**src/rtl/core/tgd_pkg.sv**
```systemverilog
`timescale 1ns / 1ps

package tgd_pkg;

  localparam int GRID_SIDE  = 32;
  localparam int CELL_COUNT = GRID_SIDE * GRID_SIDE * GRID_SIDE;
  localparam int ADDR_W     = $clog2(CELL_COUNT);
  localparam int AXIS_W     = $clog2(GRID_SIDE);
  localparam int N_W        = $clog2(GRID_SIDE + 1);
  localparam int POS_W      = 16;
  localparam int MASS_W     = 24;
  localparam int CELL_W     = 32;
  localparam int WGT_W      = 16;
  localparam int PROD_W     = 48;
  localparam int ACC_W      = PROD_W + 5;
  localparam int SCL_W      = ACC_W - 16;
  localparam int PART_W     = SCL_W + 16;
  localparam int R_W        = POS_W + N_W;

  typedef enum logic [1:0] {
    FN_CLEAR   = 2'd0,
    FN_DEPOSIT = 2'd1,
    FN_SAMPLE  = 2'd2,
    FN_NONE    = 2'd3
  } func_t;

  typedef enum logic {
    REG_COUNT_MODE = 1'b0,
    REG_INV_MEAN   = 1'b1
  } reg_idx_t;

  typedef enum logic [2:0] {
    ST_CLEAR,
    ST_IDLE,
    ST_AXIS,
    ST_CELL,
    ST_DRAIN,
    ST_SCALE_LO,
    ST_SCALE_HI,
    ST_RESULT
  } state_t;

  typedef struct packed {
    logic load;
    logic clr_start;
    logic clr_step;
    logic axis_step;
    logic cell_step;
    logic scale_lo;
    logic scale_hi;
    logic out_load;
  } dp_cmd_t;

  typedef struct packed {
    logic clr_last;
    logic axis_last;
    logic cell_last;
    logic pipe_busy;
    logic sample_item;
    logic out_full;
  } dp_sts_t;

  function automatic logic [AXIS_W-1:0] wrap_node(logic [AXIS_W-1:0] node, logic [1:0] d);
    logic [AXIS_W-1:0] res;
    case (d)
      2'd0:    res = (node == '0) ? AXIS_W'(GRID_SIDE - 1) : node - 1'b1;
      2'd2:    res = (node == AXIS_W'(GRID_SIDE - 1)) ? '0 : node + 1'b1;
      default: res = node;
    endcase
    return res;
  endfunction

endpackage

```
**src/rtl/core/tgd_ctrl.sv**
```systemverilog
`timescale 1ns / 1ps

module tgd_ctrl import tgd_pkg::*; (
  input  logic    clk,
  input  logic    rst,
  input  logic    in_valid,
  input  logic [1:0] in_func,
  output logic    in_ready,
  input  dp_sts_t sts,
  output dp_cmd_t cmd
);

  state_t state, state_next;

  always_ff @(posedge clk) begin
    if (rst) begin
      state <= ST_CLEAR;
    end else begin
      state <= state_next;
    end
  end

  always_comb begin
    state_next = state;
    cmd        = '0;
    in_ready   = 1'b0;
    unique case (state)
      ST_CLEAR: begin
        cmd.clr_step = 1'b1;
        if (sts.clr_last) state_next = ST_IDLE;
      end
      ST_IDLE: begin
        in_ready = 1'b1;
        if (in_valid) begin
          cmd.load = 1'b1;
          case (in_func)
            FN_CLEAR: begin
              cmd.clr_start = 1'b1;
              state_next    = ST_CLEAR;
            end
            FN_DEPOSIT, FN_SAMPLE: state_next = ST_AXIS;
            default: state_next = ST_IDLE;
          endcase
        end
      end
      ST_AXIS: begin
        cmd.axis_step = 1'b1;
        if (sts.axis_last) state_next = ST_CELL;
      end
      ST_CELL: begin
        cmd.cell_step = 1'b1;
        if (sts.cell_last) state_next = ST_DRAIN;
      end
      ST_DRAIN: begin
        if (!sts.pipe_busy) state_next = sts.sample_item ? ST_SCALE_LO : ST_IDLE;
      end
      ST_SCALE_LO: begin
        cmd.scale_lo = 1'b1;
        state_next   = ST_SCALE_HI;
      end
      ST_SCALE_HI: begin
        cmd.scale_hi = 1'b1;
        state_next   = ST_RESULT;
      end
      ST_RESULT: begin
        if (!sts.out_full) begin
          cmd.out_load = 1'b1;
          state_next   = ST_IDLE;
        end
      end
      default: state_next = ST_CLEAR;
    endcase
  end

endmodule

```
**config.mk**
```make
export PLATFORM = sky130hd
export DESIGN_NAME = tgd_ctrl
export DESIGN_NICKNAME = d
export VERILOG_FILES = /design/src/rtl/core/tgd_pkg.sv /design/src/rtl/core/tgd_ctrl.sv
export SDC_FILE = /design/constraint.sdc
export NUM_CORES = 1
export LEC_CHECK = 0
export BUFFER_PORTS_ARGS = -buffer_cell sky130_fd_sc_hd__buf_2
export CAP_MARGIN = 30
export CORE_AREA = 3 3 40 42
export DETAILED_ROUTE_END_ITERATION = 8
export DIE_AREA = 0 0 43 45
export SETUP_SLACK_MARGIN = 0.5
export SLEW_MARGIN = 15
export SYNTH_ARGS = -nofsm -noshare
export SYNTH_HDL_FRONTEND = slang
export SYNTH_SLANG_ARGS = --single-unit
```
**constraint.sdc**
```tcl
create_clock -name clk -period 4.54 [get_ports clk]
set_input_delay 0.227 -clock clk [delete_from_list [all_inputs] [get_ports clk]]
set_output_delay 0.227 -clock clk [all_outputs]
set_load 0.005 [all_outputs]
```
==> results_dict.tcl <==
set metrics [dict create \
    viasPerCell 4.81 \
    layout_setup_ws_ns 2.70 \
    crit_path_start_kind "flop" \
    rsz0062_at_grt "no" \
    dp_slack_ns 2.71 \
    slew_headroom_pct 62.7 \
    layout-drive-gt1-share_pct 39.1 \
    routedWlPerCell_um 10.0 \
    coreArea_mm2 0.00128 \
    tightestPinTransition_ns 0.558 \
    syn_area_per_cell_um2 7.51 \
    report.final.slew_viol_count 0 \
    period_share_pct 40.5 \
    cts-hold-fix-buffers 0 \
    rows 13 \
    synth_top_area_share_pct 16.0 \
    finalHoldViolations 0 \
    crit_required_ns 4.66 \
    leakagePower_nw 0.241 \
    wirelength_um 844 \
    rr_worst_depth 4 \
    r2r_end "state[0]" \
    dpl.hpwl_um 647 \
    clkLatencyLatePin_ns 0.23 \
    grt_pass1_wl_mm 1.48 \
    min_path_type "input port to flop" \
    ctsLongestPathBuffers 2 \
    hold-path-cell-count 2 \
    yosysTopAreaCell "dfxtp_1" \
    r2r_slack_ns 2.70 \
    die_w_um 43 \
    wl_met2_um 415 \
    cts-root-buf "clkbuf_4" \
    gp_congestion 0.677 \
    crit_fanout 19 \
    first_global_vias 355 \
    ys_seq_area_share_pct 16.0 \
    die_area_mm2 0.00194 \
    overflow 0 \
    fmaxAchievable_mhz 544 \
    cts_tree "yes" \
    status "complete, no violations" \
    syn2layout_area_growth_pct 31.3 \
    largest-register "state" \
    worstPathArrival_ns 1.96 \
    first_pass_iters 1 \
    largest_register_ffs 3 \
    io_pins 20 \
    reg.largest.list "state x3" \
    cap_violations 0 \
    rr_startpoint "state[0]" \
    num_antenna_cells 0 \
    yosys_warnings 0 \
    vdd_ir_drop_max_uv 94.0 \
    antenna_found_initial 0 \
    hold_start "rst" \
    crit_path_end_kind "flop" \
    wl_met3_um 56 \
    syn-cell-area_um2 375 \
    vias 404 \
    numCtsBuffers 3 \
    io_buffers 19 \
    setup_viol_count_final 0 \
    nets 83 \
    syn-num-nets 63 \
    postCtsSetupBuffers 0 \
    drcViolationCount 0 \
    tns_ns 0 \
    async_reset_ff_share_pct 0 \
    fp.dieH_um 45 \
    ys_types 28 \
    fin_crit_ns 1.84 \
    ys_top_cells_by_area "dfxtp_1, mux2_4, ha_1" \
    ant_nets 0 \
    power_density_mw_per_mm2 311 \
    top_layer_used "met3" \
    fillCellCount 154 \
    critPathKind "flop to flop" \
    wl_met1_um 372 \
    grt_max_degree 20 \
    final_util_pct 38.4 \
    min_to "state[1]" \
    ys_ff_latch 3 \
    synth_edf_count 0 \
    synth_cells 50 \
    groute.usage.overall_pct 10.0 \
    initial_utilization_pct 29.2 \
    h-tree-depth 1 \
    initialDrtViolationCount 0 \
    fin_skew_ns 0.00619 \
    synthFlopType "dfxtp_1" \
    clkSinkCount 3 \
    path_clk_slew_ns 0.04 \
    cts_resized 0 \
]
[stage by stage]
stage,power (mW),hold slack [ns],instances,cell area (um2)
after floorplan,0.0930,0.296,50,375
after global placement,0.107,0.443,80,467
after detailed placement,0.108,0.440,80,467
after CTS,0.157,0.200,84,493
after global routing,0.169,0.202,84,493
final,0.153,0.209,84,493
[where the power goes]
part           internal (mW)  switching (mW)
Sequential            0.0307          0.0175
Combinational         0.0376          0.0214
Clock                 0.0329          0.0132
Total                  0.101          0.0522
[layout make-up]
cell class | instances | area, um2 | area share [%]
multi-input combinational | 41 | 285 | 57.9
timing repair buffer | 19 | 95.1 | 19.3
sequential | 3 | 60.1 | 12.2
clock buffer | 4 | 26.3 | 5.33
tap | 15 | 18.8 | 3.81
inverter | 2 | 7.51 | 1.52
[worst max path at each step]
stage               startpoint  endpoint  slack, ns  depth (start not counted)
detailed placement    state[0]  state[0]       2.71                          4
global placement      state[0]  state[0]       2.74                          4
floorplan             state[0]  state[0]       3.05                          5
global route          state[0]  state[0]       2.52                          4
finish                state[0]  state[0]       2.70                          4
CTS                   state[0]  state[0]       2.70                          4
[layout by cell type, fill, tap and decap left out, types with 2 or more instances in the layout]
cell type	instances
buf_2	19
ha_1	2
nand3b_1	2
nor2_1	4
nor2b_1	2
clkbuf_4	3
and2_1	2
nand2_1	6
dfxtp_1	3
nand3_1	2
a31oi_1	2
nor3_1	3
mux2_4	2
inv_1	2
[synth_stat cells, drive strengths merged, types with 2 or more instances]
cell type / n
nand2: 6
nor2: 4
clkbuf: 3
dfxtp: 3
mux2: 3
nor3: 3
a31oi: 2
and2: 2
ha: 2
inv: 2
nand3: 2
nand3b: 2
nor2b: 2
nor3b: 2
[per-layer routing]
layer,global-route usage [%],vias to the layer above
met1,12.4,177
met4,3.61,0
met2,16.2,11
met5,0,-
met3,3.59,0
li1,-,216
[logic make-up after synthesis]
family	share of synthesized area [%]
compound gates	14.7
fa+ha+maj	6.67
buf+inv	8.00
flops	16.0
mux	11.0
simple gates	43.7
[critical path: stages, from the launching register on]
cell,delay [ns]
dfxtp_1,0.66
mux2_2,0.42
nor3_1,0.19
or3_4,0.17
mux2_4,0.28
(Power assumes the default switching activity.)
